**config.mk**
```make
export PLATFORM = sky130hd
export DESIGN_NAME = bisection_root_finder_unit_flat
export DESIGN_NICKNAME = d
export VERILOG_FILES = /design/src/rtl/core/brf_pkg.sv /design/src/rtl/core/brf_stream_if.sv /design/src/rtl/core/bisection_root_finder_unit.sv /design/src/flat_wrapper.sv
export SDC_FILE = /design/constraint.sdc
export NUM_CORES = 2
export LEC_CHECK = 0
export ABC_CLOCK_PERIOD_IN_PS = 20700
export BUFFER_PORTS_ARGS = -buffer_cell sky130_fd_sc_hd__buf_2
export CORE_MARGIN = 1
export CORE_UTILIZATION = 55
export CTS_BUF_LIST = sky130_fd_sc_hd__clkbuf_2 sky130_fd_sc_hd__clkbuf_4 sky130_fd_sc_hd__clkbuf_8
export CTS_CLUSTER_DIAMETER = 150
export CTS_CLUSTER_SIZE = 30
export DETAILED_ROUTE_END_ITERATION = 6
export PLACE_DENSITY = 0.82
export REMOVE_ABC_BUFFERS = 1
export SLEW_MARGIN = 10
export SYNTH_ARGS = -nofsm -noshare
export SYNTH_HDL_FRONTEND = slang
export SYNTH_SLANG_ARGS = --single-unit
```
**constraint.sdc**
```tcl
create_clock -name clk -period 20.7 [get_ports clk]
set_input_delay 2.07 -clock clk [delete_from_list [all_inputs] [get_ports clk]]
set_output_delay 2.07 -clock clk [all_outputs]
set_load 0.02 [all_outputs]
```
**src/rtl/core/brf_pkg.sv**
```systemverilog
// Package for the bisection root finder: widths, codes, microcode table and fixed-point helpers.
package brf_pkg;

    localparam int WORD_W    = 32;
    localparam int STEP_W    = 7;
    localparam int CFG_IDX_W = 2;
    localparam int UPC_W     = 4;
    localparam int MAX_STEPS = 64;

    localparam logic signed [WORD_W-1:0] COEF_SQ_RST  = 32'sd65536;
    localparam logic signed [WORD_W-1:0] COEF_LIN_RST = -32'sd524288;
    localparam logic signed [WORD_W-1:0] COEF_CON_RST = 32'sd393216;
    localparam logic        [WORD_W-1:0] THRESH_RST   = 32'd4295;

    typedef enum logic [CFG_IDX_W-1:0] {
        CFG_COEF_SQ  = 2'd0,
        CFG_COEF_LIN = 2'd1,
        CFG_COEF_CON = 2'd2,
        CFG_THRESH   = 2'd3
    } cfg_idx_t;

    typedef enum logic [1:0] {
        ST_CONVERGED = 2'd0,
        ST_LIMIT     = 2'd1,
        ST_ZERO      = 2'd2
    } status_t;

    // Operand pair for the shared multiplier
    typedef enum logic [1:0] {
        MUL_XX    = 2'd0,
        MUL_CS_SQ = 2'd1,
        MUL_CL_X  = 2'd2,
        MUL_THR_M = 2'd3
    } mul_sel_t;

    // Sequencer branch operations
    typedef enum logic [2:0] {
        BR_NEXT    = 3'd0,
        BR_JUMP    = 3'd1,
        BR_IN      = 3'd2,
        BR_IF_INIT = 3'd3,
        BR_IF_DONE = 3'd4,
        BR_IF_OUT  = 3'd5
    } br_op_t;

    typedef logic [UPC_W-1:0] upc_t;

    // Microprogram addresses
    localparam upc_t UA_WAIT   = 4'd0;
    localparam upc_t UA_SQ_MUL = 4'd1;
    localparam upc_t UA_SQ_LD  = 4'd2;
    localparam upc_t UA_T2_MUL = 4'd3;
    localparam upc_t UA_T1_MUL = 4'd4;
    localparam upc_t UA_SUM    = 4'd5;
    localparam upc_t UA_FVAL   = 4'd6;
    localparam upc_t UA_UPD    = 4'd7;
    localparam upc_t UA_TEST   = 4'd8;
    localparam upc_t UA_MID    = 4'd9;
    localparam upc_t UA_OUT    = 4'd10;

    typedef struct packed {
        logic     mul_en;
        mul_sel_t mul_sel;
        logic     sq_ld;
        logic     acc_ld;
        logic     acc_add;
        logic     fval_ld;
        logic     upd_en;
        logic     test_en;
        logic     mid_en;
        logic     out_en;
        br_op_t   br_op;
        upc_t     target;
    } ucw_t;

    // Control store: one word per microprogram step
    function automatic ucw_t ucode(input upc_t addr);
        ucw_t w;
        w = '0;
        case (addr)
            UA_WAIT:
            begin
                w.br_op = BR_IN;
            end
            UA_SQ_MUL:
            begin
                w.mul_en  = 1'b1;
                w.mul_sel = MUL_XX;
            end
            UA_SQ_LD:
            begin
                w.sq_ld = 1'b1;
            end
            UA_T2_MUL:
            begin
                w.mul_en  = 1'b1;
                w.mul_sel = MUL_CS_SQ;
            end
            UA_T1_MUL:
            begin
                w.acc_ld  = 1'b1;
                w.mul_en  = 1'b1;
                w.mul_sel = MUL_CL_X;
            end
            UA_SUM:
            begin
                w.acc_add = 1'b1;
            end
            UA_FVAL:
            begin
                w.fval_ld = 1'b1;
                w.br_op   = BR_IF_INIT;
                w.target  = UA_MID;
            end
            UA_UPD:
            begin
                w.upd_en  = 1'b1;
                w.mul_en  = 1'b1;
                w.mul_sel = MUL_THR_M;
            end
            UA_TEST:
            begin
                w.test_en = 1'b1;
                w.br_op   = BR_IF_DONE;
                w.target  = UA_OUT;
            end
            UA_MID:
            begin
                w.mid_en = 1'b1;
                w.br_op  = BR_JUMP;
                w.target = UA_SQ_MUL;
            end
            UA_OUT:
            begin
                w.out_en = 1'b1;
                w.br_op  = BR_IF_OUT;
                w.target = UA_WAIT;
            end
            default:
            begin
                w.br_op  = BR_JUMP;
                w.target = UA_WAIT;
            end
        endcase
        return w;
    endfunction

    // Q16.16 product: floor shift by 16, then saturate to 32 bits
    function automatic logic signed [WORD_W-1:0] qsat(input logic signed [63:0] p);
        logic signed [63:0] sh;
        sh = p >>> 16;
        if (sh > 64'sh0000_0000_7FFF_FFFF)
            return 32'sh7FFF_FFFF;
        else if (sh < -64'sh0000_0000_8000_0000)
            return 32'sh8000_0000;
        else
            return sh[WORD_W-1:0];
    endfunction

    // Saturate the 34-bit polynomial sum to 32 bits
    function automatic logic signed [WORD_W-1:0] sat34(input logic signed [33:0] s);
        if (s > 34'sh0_7FFF_FFFF)
            return 32'sh7FFF_FFFF;
        else if (s < -34'sh0_8000_0000)
            return 32'sh8000_0000;
        else
            return s[WORD_W-1:0];
    endfunction

endpackage

```
**src/rtl/core/brf_stream_if.sv**
```systemverilog
// Valid/ready channel interfaces for the query and result words.
interface brf_query_if;
    logic                                 valid;
    logic                                 ready;
    logic signed [brf_pkg::WORD_W-1:0]    lower_bound;
    logic signed [brf_pkg::WORD_W-1:0]    upper_bound;

    modport source (output valid, output lower_bound, output upper_bound, input ready);
    modport sink   (input valid, input lower_bound, input upper_bound, output ready);
endinterface

interface brf_result_if;
    logic                                 valid;
    logic                                 ready;
    logic signed [brf_pkg::WORD_W-1:0]    final_lower;
    logic signed [brf_pkg::WORD_W-1:0]    final_upper;
    logic        [brf_pkg::STEP_W-1:0]    step_count;
    logic        [1:0]                    status;

    modport source (output valid, output final_lower, output final_upper,
                    output step_count, output status, input ready);
    modport sink   (input valid, input final_lower, input final_upper,
                    input step_count, input status, output ready);
endinterface

```
**src/rtl/core/bisection_root_finder_unit.sv**
```systemverilog
// Bisection root finder for a quadratic in Q16.16, driven by a microcoded sequencer.
//
// Usage: a query word (lower_bound, upper_bound) enters on the query channel when
// valid and ready are both high; ready is high only while the sequencer waits for
// work, so one query is processed at a time. The block evaluates
// f(x) = coef_square*x^2 + coef_linear*x + coef_constant and bisects until the
// relative change of the midpoint falls to the threshold, the midpoint is zero,
// or 64 steps are done. One result word (final_lower, final_upper, step_count,
// status) leaves on the result channel.
// The query is taken when valid and ready meet; f(lower) is evaluated first, then
// each bisection step uses the one shared 33x33 multiplier four times. The result
// word and ready both return when the sequencer leaves its output step, so a new
// query is taken only after the previous one is finished.
// The result sits in an output register: the next query is accepted while it
// waits. If the receiver still holds the previous result when a new one is
// done, the sequencer waits in its output step.
// Reset: the sequencer returns to waiting, the output is emptied and the
// configuration registers take their default coefficients and threshold.
// Configuration: write cfg_data to register cfg_index while cfg_we is high.
module bisection_root_finder_unit (
    input  logic                           clk,
    input  logic                           rst_n,
    brf_query_if.sink                      query,
    brf_result_if.source                   result,
    input  logic                           cfg_we,
    input  logic [brf_pkg::CFG_IDX_W-1:0]  cfg_index,
    input  logic [brf_pkg::WORD_W-1:0]     cfg_data
);
    import brf_pkg::*;

    // Configuration registers
    logic signed [WORD_W-1:0] cs_reg, cl_reg, cc_reg;
    logic        [WORD_W-1:0] thr_reg;

    // Sequencer control state
    upc_t                upc_reg, upc_next;
    logic                init_reg, init_next;
    logic                out_valid_reg, out_valid_next;
    logic [STEP_W-1:0]   steps_reg, steps_next;

    // Datapath registers
    logic signed [WORD_W-1:0] lo_reg, lo_next;
    logic signed [WORD_W-1:0] hi_reg, hi_next;
    logic signed [WORD_W-1:0] fl_reg, fl_next;
    logic signed [WORD_W-1:0] fval_reg, fval_next;
    logic signed [WORD_W-1:0] prev_reg, prev_next;
    logic signed [WORD_W-1:0] m_reg, m_next;
    logic signed [WORD_W-1:0] x_reg, x_next;
    logic signed [WORD_W-1:0] sq_reg, sq_next;
    logic signed [33:0]       acc_reg, acc_next;
    logic signed [63:0]       prod_reg, prod_next;
    logic        [32:0]       d_reg, d_next;
    status_t                  stat_reg, stat_next;

    // Output register
    logic signed [WORD_W-1:0] olo_reg, olo_next;
    logic signed [WORD_W-1:0] ohi_reg, ohi_next;
    logic [STEP_W-1:0]        osteps_reg, osteps_next;
    status_t                  ostat_reg, ostat_next;

    ucw_t                cw;
    logic                in_fire;
    logic                slot_free;
    logic signed [32:0]  op_a, op_b;
    logic signed [65:0]  prod_full;
    logic signed [32:0]  m_abs, diff, mid_sum;
    logic [63:0]         d_shift;
    logic                moving, zero_mid, limit, done;
    status_t             stat_now;

    assign cw        = ucode(upc_reg);
    assign in_fire   = query.valid && query.ready;
    assign slot_free = !out_valid_reg || result.ready;

    // Configuration writes
    always_ff @(posedge clk or negedge rst_n)
    begin
        if (!rst_n)
        begin
            cs_reg  <= COEF_SQ_RST;
            cl_reg  <= COEF_LIN_RST;
            cc_reg  <= COEF_CON_RST;
            thr_reg <= THRESH_RST;
        end
        else if (cfg_we)
        begin
            case (cfg_idx_t'(cfg_index))
                CFG_COEF_SQ:  cs_reg  <= cfg_data;
                CFG_COEF_LIN: cl_reg  <= cfg_data;
                CFG_COEF_CON: cc_reg  <= cfg_data;
                CFG_THRESH:   thr_reg <= cfg_data;
                default:      thr_reg <= thr_reg;
            endcase
        end
    end

    // Select multiplier operands
    always_comb
    begin
        m_abs = m_reg[WORD_W-1] ? -{m_reg[WORD_W-1], m_reg} : {m_reg[WORD_W-1], m_reg};
        case (cw.mul_sel)
            MUL_XX:
            begin
                op_a = {x_reg[WORD_W-1], x_reg};
                op_b = {x_reg[WORD_W-1], x_reg};
            end
            MUL_CS_SQ:
            begin
                op_a = {cs_reg[WORD_W-1], cs_reg};
                op_b = {sq_reg[WORD_W-1], sq_reg};
            end
            MUL_CL_X:
            begin
                op_a = {cl_reg[WORD_W-1], cl_reg};
                op_b = {x_reg[WORD_W-1], x_reg};
            end
            MUL_THR_M:
            begin
                op_a = {1'b0, thr_reg};
                op_b = m_abs;
            end
            default:
            begin
                op_a = '0;
                op_b = '0;
            end
        endcase
        prod_full = op_a * op_b;
    end

    // Stop tests on the current midpoint
    always_comb
    begin
        d_shift  = {1'b0, d_reg[30:0], 32'b0};
        moving   = (d_reg[32:31] != 2'b00) || (d_shift > $unsigned(prod_reg));
        zero_mid = (m_reg == '0);
        limit    = (steps_reg >= STEP_W'(MAX_STEPS));
        done     = zero_mid || !moving || limit;
        if (zero_mid)
            stat_now = ST_ZERO;
        else if (!moving)
            stat_now = ST_CONVERGED;
        else
            stat_now = ST_LIMIT;
    end

    // Datapath next values under control of the current microword
    always_comb
    begin
        lo_next     = lo_reg;
        hi_next     = hi_reg;
        fl_next     = fl_reg;
        fval_next   = fval_reg;
        prev_next   = prev_reg;
        m_next      = m_reg;
        x_next      = x_reg;
        sq_next     = sq_reg;
        acc_next    = acc_reg;
        prod_next   = prod_reg;
        d_next      = d_reg;
        stat_next   = stat_reg;
        steps_next  = steps_reg;
        init_next   = init_reg;
        olo_next    = olo_reg;
        ohi_next    = ohi_reg;
        osteps_next = osteps_reg;
        ostat_next  = ostat_reg;

        mid_sum = {lo_reg[WORD_W-1], lo_reg} + {hi_reg[WORD_W-1], hi_reg};
        diff    = {m_reg[WORD_W-1], m_reg} - {prev_reg[WORD_W-1], prev_reg};

        // Load a new query
        if (in_fire)
        begin
            lo_next    = query.lower_bound;
            hi_next    = query.upper_bound;
            x_next     = query.lower_bound;
            prev_next  = '0;
            steps_next = '0;
            init_next  = 1'b1;
        end

        if (cw.mul_en)
            prod_next = prod_full[63:0];
        if (cw.sq_ld)
            sq_next = qsat(prod_reg);
        if (cw.acc_ld)
            acc_next = 34'(qsat(prod_reg));
        if (cw.acc_add)
            acc_next = acc_reg + 34'(qsat(prod_reg)) + 34'(cc_reg);
        if (cw.fval_ld)
            fval_next = sat34(acc_reg);

        // Move one end of the interval
        if (cw.upd_en)
        begin
            steps_next = steps_reg + 1'b1;
            if ((fl_reg > 0 && fval_reg > 0) || (fl_reg < 0 && fval_reg < 0))
            begin
                lo_next = m_reg;
                fl_next = fval_reg;
            end
            else
            begin
                hi_next = m_reg;
            end
            d_next = diff[32] ? $unsigned(-diff) : $unsigned(diff);
        end

        if (cw.test_en)
        begin
            stat_next = stat_now;
            prev_next = m_reg;
        end

        // Take the midpoint; on the first pass latch f(lower)
        if (cw.mid_en)
        begin
            if (init_reg)
            begin
                fl_next   = fval_reg;
                init_next = 1'b0;
            end
            m_next = mid_sum[32:1];
            x_next = mid_sum[32:1];
        end

        if (cw.out_en && slot_free)
        begin
            olo_next    = lo_reg;
            ohi_next    = hi_reg;
            osteps_next = steps_reg;
            ostat_next  = stat_reg;
        end
    end

    // Sequencer next address and output handshake
    always_comb
    begin
        case (cw.br_op)
            BR_NEXT:    upc_next = upc_reg + 1'b1;
            BR_JUMP:    upc_next = cw.target;
            BR_IN:      upc_next = in_fire ? upc_reg + 1'b1 : upc_reg;
            BR_IF_INIT: upc_next = init_reg ? cw.target : upc_reg + 1'b1;
            BR_IF_DONE: upc_next = done ? cw.target : upc_reg + 1'b1;
            BR_IF_OUT:  upc_next = slot_free ? cw.target : upc_reg;
            default:    upc_next = UA_WAIT;
        endcase

        if (cw.out_en && slot_free)
            out_valid_next = 1'b1;
        else if (result.ready)
            out_valid_next = 1'b0;
        else
            out_valid_next = out_valid_reg;
    end

    // Control registers
    always_ff @(posedge clk or negedge rst_n)
    begin
        if (!rst_n)
        begin
            upc_reg       <= UA_WAIT;
            init_reg      <= 1'b0;
            out_valid_reg <= 1'b0;
            steps_reg     <= '0;
        end
        else
        begin
            upc_reg       <= upc_next;
            init_reg      <= init_next;
            out_valid_reg <= out_valid_next;
            steps_reg     <= steps_next;
        end
    end

    // Payload registers
    always_ff @(posedge clk)
    begin
        lo_reg     <= lo_next;
        hi_reg     <= hi_next;
        fl_reg     <= fl_next;
        fval_reg   <= fval_next;
        prev_reg   <= prev_next;
        m_reg      <= m_next;
        x_reg      <= x_next;
        sq_reg     <= sq_next;
        acc_reg    <= acc_next;
        prod_reg   <= prod_next;
        d_reg      <= d_next;
        stat_reg   <= stat_next;
        olo_reg    <= olo_next;
        ohi_reg    <= ohi_next;
        osteps_reg <= osteps_next;
        ostat_reg  <= ostat_next;
    end

    assign query.ready        = (upc_reg == UA_WAIT);
    assign result.valid       = out_valid_reg;
    assign result.final_lower = olo_reg;
    assign result.final_upper = ohi_reg;
    assign result.step_count  = osteps_reg;
    assign result.status      = ostat_reg;

endmodule

```
**src/flat_wrapper.sv**
```systemverilog
// flat-port wrapper written by rule: the top's interface ports become plain ports
module bisection_root_finder_unit_flat import brf_pkg::*;
  (clk, rst_n, cfg_we, cfg_index, cfg_data, query_valid, query_lower_bound, query_upper_bound, query_ready, result_valid, result_final_lower, result_final_upper, result_step_count, result_status, result_ready);
  brf_query_if query_i ();
  brf_result_if result_i ();
  input  logic clk;
  input  logic rst_n;
  input  logic cfg_we;
  input  logic [brf_pkg::CFG_IDX_W-1:0] cfg_index;
  input  logic [brf_pkg::WORD_W-1:0] cfg_data;
  input wire logic [$bits(query_i.valid)-1:0] query_valid;
  input wire logic [$bits(query_i.lower_bound)-1:0] query_lower_bound;
  input wire logic [$bits(query_i.upper_bound)-1:0] query_upper_bound;
  output wire logic [$bits(query_i.ready)-1:0] query_ready;
  output wire logic [$bits(result_i.valid)-1:0] result_valid;
  output wire logic [$bits(result_i.final_lower)-1:0] result_final_lower;
  output wire logic [$bits(result_i.final_upper)-1:0] result_final_upper;
  output wire logic [$bits(result_i.step_count)-1:0] result_step_count;
  output wire logic [$bits(result_i.status)-1:0] result_status;
  input wire logic [$bits(result_i.ready)-1:0] result_ready;
  assign query_i.valid = query_valid;
  assign query_i.lower_bound = query_lower_bound;
  assign query_i.upper_bound = query_upper_bound;
  assign query_ready = query_i.ready;
  assign result_valid = result_i.valid;
  assign result_final_lower = result_i.final_lower;
  assign result_final_upper = result_i.final_upper;
  assign result_step_count = result_i.step_count;
  assign result_status = result_i.status;
  assign result_i.ready = result_ready;
  bisection_root_finder_unit u_core (.clk(clk), .rst_n(rst_n), .query(query_i), .result(result_i), .cfg_we(cfg_we), .cfg_index(cfg_index), .cfg_data(cfg_data));
endmodule
```
==> results.ini <==
[setup_path]
path_class = reg2reg
critPathArrivalTime_ns = 13.06
start_kind = flip-flop
cp_common_cell = fa_1
slowest_delay_ns = 0.89
cp-end-kind = flip-flop
worstPathRequired_ns = 21.23
worstPathMaxFanout = 61
crit_slowest_cell = a221o_1

[detailed_routing]
wire_per_inst_um = 24.5
route.detailed.drc = 0
dr.pass1.iters = 7
drt_iter0_drc = 5743
vias_per_cell = 6.05
antenna_left = 0
num_vias = 53456
routed_wl_mm = 217

[floorplanning]
die_h_um = 357
die_x_um = 357
core_um2 = 124000
io_pins = 178
start_util_pct = 55.7
core.rowCount = 129
die_area_um2 = 127000

[sta]
clock.fmax_ghz = 0.0798
finalSetupTns_ns = 0
setup_violations = 0
rsz0062_at_grt = no
tightest_slew_ns = 1.31
fin_worst_skew_ns = 0.0946
hold_viol_final = 0
report.final.slew_viol_count = 0
period_share_pct = 60.5
relSlewSlack_pct = 12.8
finalCriticalPeriod_ns = 12.53

[place]
portBuffers = 177
gp_congestion = 1.07
place_hpwl_mm = 165

[global_routing]
grt_start_max_net_pins = 78
grt_pass1_vias = 56120
grt_pass1_wl_mm = 331
antenna_found_initial = 28
grt.overflow.total = 0
grtUsageTotal_pct = 34.7

[layout]
largest_reg_flops = 64
fillers = 10376
area_growth_syn_to_layout_pct = 5.17
fin_nets = 8770
drive_gt1_share_pct = 9.56

[synth]
ys_async_sr_fraction_pct = 23.4
syn_inst = 7158
syn_area_um2 = 69200
ys_seq_elements = 603
seq_area_frac_synth_pct = 23.8
synth_cell_type_count = 90
syn_area_per_cell_um2 = 9.67
yosys_warnings = 0
synth_edf_count = 366
synth_ff_type = edfxtp_1

[min_path]
hp-class = reg2reg

[flow_run]
cap_violations = 0

[cts]
postCtsSetupBuffers = 0
clkSinkCount = 603
clk_pin_slew_worst_paths_ns = 0.19
post_cts_resize_count = 0
clock_latency_ns = 0.74
cts-htree-levels = 1
root_buffer = clkbuf_8
cts_buffers = 24
cts_buffer_depth = 3
holdBufCountCts = 0
tritoncts = built

[status]
status = finished, final reports clean

==> cells by family after synthesis <==
group                      after synthesis  synth area share [%]
and+or+nand+nor                       2044                  12.7
buffers and inverters                 1733                  9.52
adders and majority gates             1506                  39.8
AOI/OAI and AO/OA                      880                  8.56
DFF                                    603                  23.8
xor gates and xnor gates               201                  2.54
muxes                                  191                  3.09
==> critical path: cells and delay by family, from the launching register on <==
| kind | cells | cell delay [ns] |
|---|---|---|
| buffers and inverters | 9 | 2.22 |
| AOI/OAI and AO/OA | 8 | 3.04 |
| DFF | 1 | 0.38 |
| and+or+nand+nor | 6 | 2.06 |
| adders and majority gates | 9 | 4.38 |
| xor gates and xnor gates | 1 | 0.15 |
==> cell usage after synthesis (9+ instances only) <==
master,count,area (um2)
a211oi_1,47,353
a21o_1,95,713
a21oi_1,222,1110
a221o_1,34,340
a221oi_1,33,289
a22o_1,35,307
a31oi_1,85,532
and2_1,38,238
and3_1,63,394
buf_1,33,124
buf_2,17,85.1
clkbuf_1,279,1050
dfrtp_1,119,2980
dfstp_2,22,578
dfxtp_1,96,1920
edfxtp_1,366,11000
fa_1,1161,23200
ha_1,345,4320
inv_1,1393,5230
mux2_2,179,2020
mux2i_1,12,120
nand2_1,798,3000
nand2b_1,66,413
nand3_1,40,200
nand4_1,34,213
nor2_1,818,3070
nor2b_1,22,138
nor3_1,32,160
nor4_1,33,206
o211ai_1,17,128
o21a_1,35,263
o21ai_0,126,631
o21ai_1,11,55.1
o21bai_1,20,150
o31ai_1,22,165
o41ai_1,10,87.6
or2_2,34,213
or3_1,10,62.6
or4_1,9,67.6
xnor2_1,119,1040
xor2_1,82,718
==> layout make-up <==
| class | count | area (um2) | share of cell area [%] |
|---|---|---|---|
| multi-input cells | 4822 | 46600 | 64.0 |
| clock inverters | 1 | 30.0 | 0.0413 |
| well taps | 1637 | 2050 | 2.81 |
| clock buffers | 43 | 479 | 0.658 |
| inverters | 1396 | 5240 | 7.20 |
| flip-flops and latches | 603 | 16500 | 22.6 |
| repair buffers | 314 | 1930 | 2.65 |
| diodes | 13 | 32.5 | 0.0447 |
==> layer usage <==
layer	wire, um	track usage (%)
met5	227	0
met2	95300	52.9
met1	76900	43.3
met4	15300	19.6
met3	28900	11.7
==> per-stage QoR <==
stage	setup slack, ns	instance area [um2]	instances	util, %	hold slack, ns
2_1_floorplan	9.22	67900	6821	-	0.400
3_3_place_gp	8.51	72200	8771	58.1	0.442
3_5_place_dp	8.32	72200	8771	58.1	0.451
4_1_cts	8.26	72700	8815	58.5	0.468
5_1_grt	7.66	72800	8820	58.6	0.490
6_report	8.17	72800	8829	58.6	0.479
==> final timing paths <==
check / start / to / slack (ns) / cells past startpoint
min in group asynchronous: rst_n / u_core.steps_reg[6] / 1.33 / 1
max reg2reg: u_core.upc_reg[2] / u_core.prod_reg[60] / 8.17 / 33
min reg2reg: u_core.stat_reg[1] / u_core.result.status[1] / 0.48 / 0
min: u_core.stat_reg[1] / u_core.result.status[1] / 0.48 / 0
max in group asynchronous: rst_n / u_core.thr_reg[3] / 17.96 / 2
max: u_core.upc_reg[2] / u_core.prod_reg[60] / 8.17 / 33
==> cell usage in the layout, fill, tap and decap left out, types with 35 or more instances in the layout <==
cell type and count:
buf_4 136, and3_1 62, dfrtp_1 118, a211oi_1 47, a21oi_1 210, xor2_1 82
xnor2_1 119, dfxtp_1 96, nand2b_1 65, inv_1 1393, o21a_1 35, nand2_1 796
nand3_1 39, ha_1 345, fa_1 1161, a31oi_1 85, edfxtp_1 366, buf_2 176
o21ai_0 126, a21o_1 95, nor2_1 816, mux2_2 179, and2_1 37
Power is not shown: default switching activity piles up to over one toggle a cycle in this logic, so the estimate is an artifact.
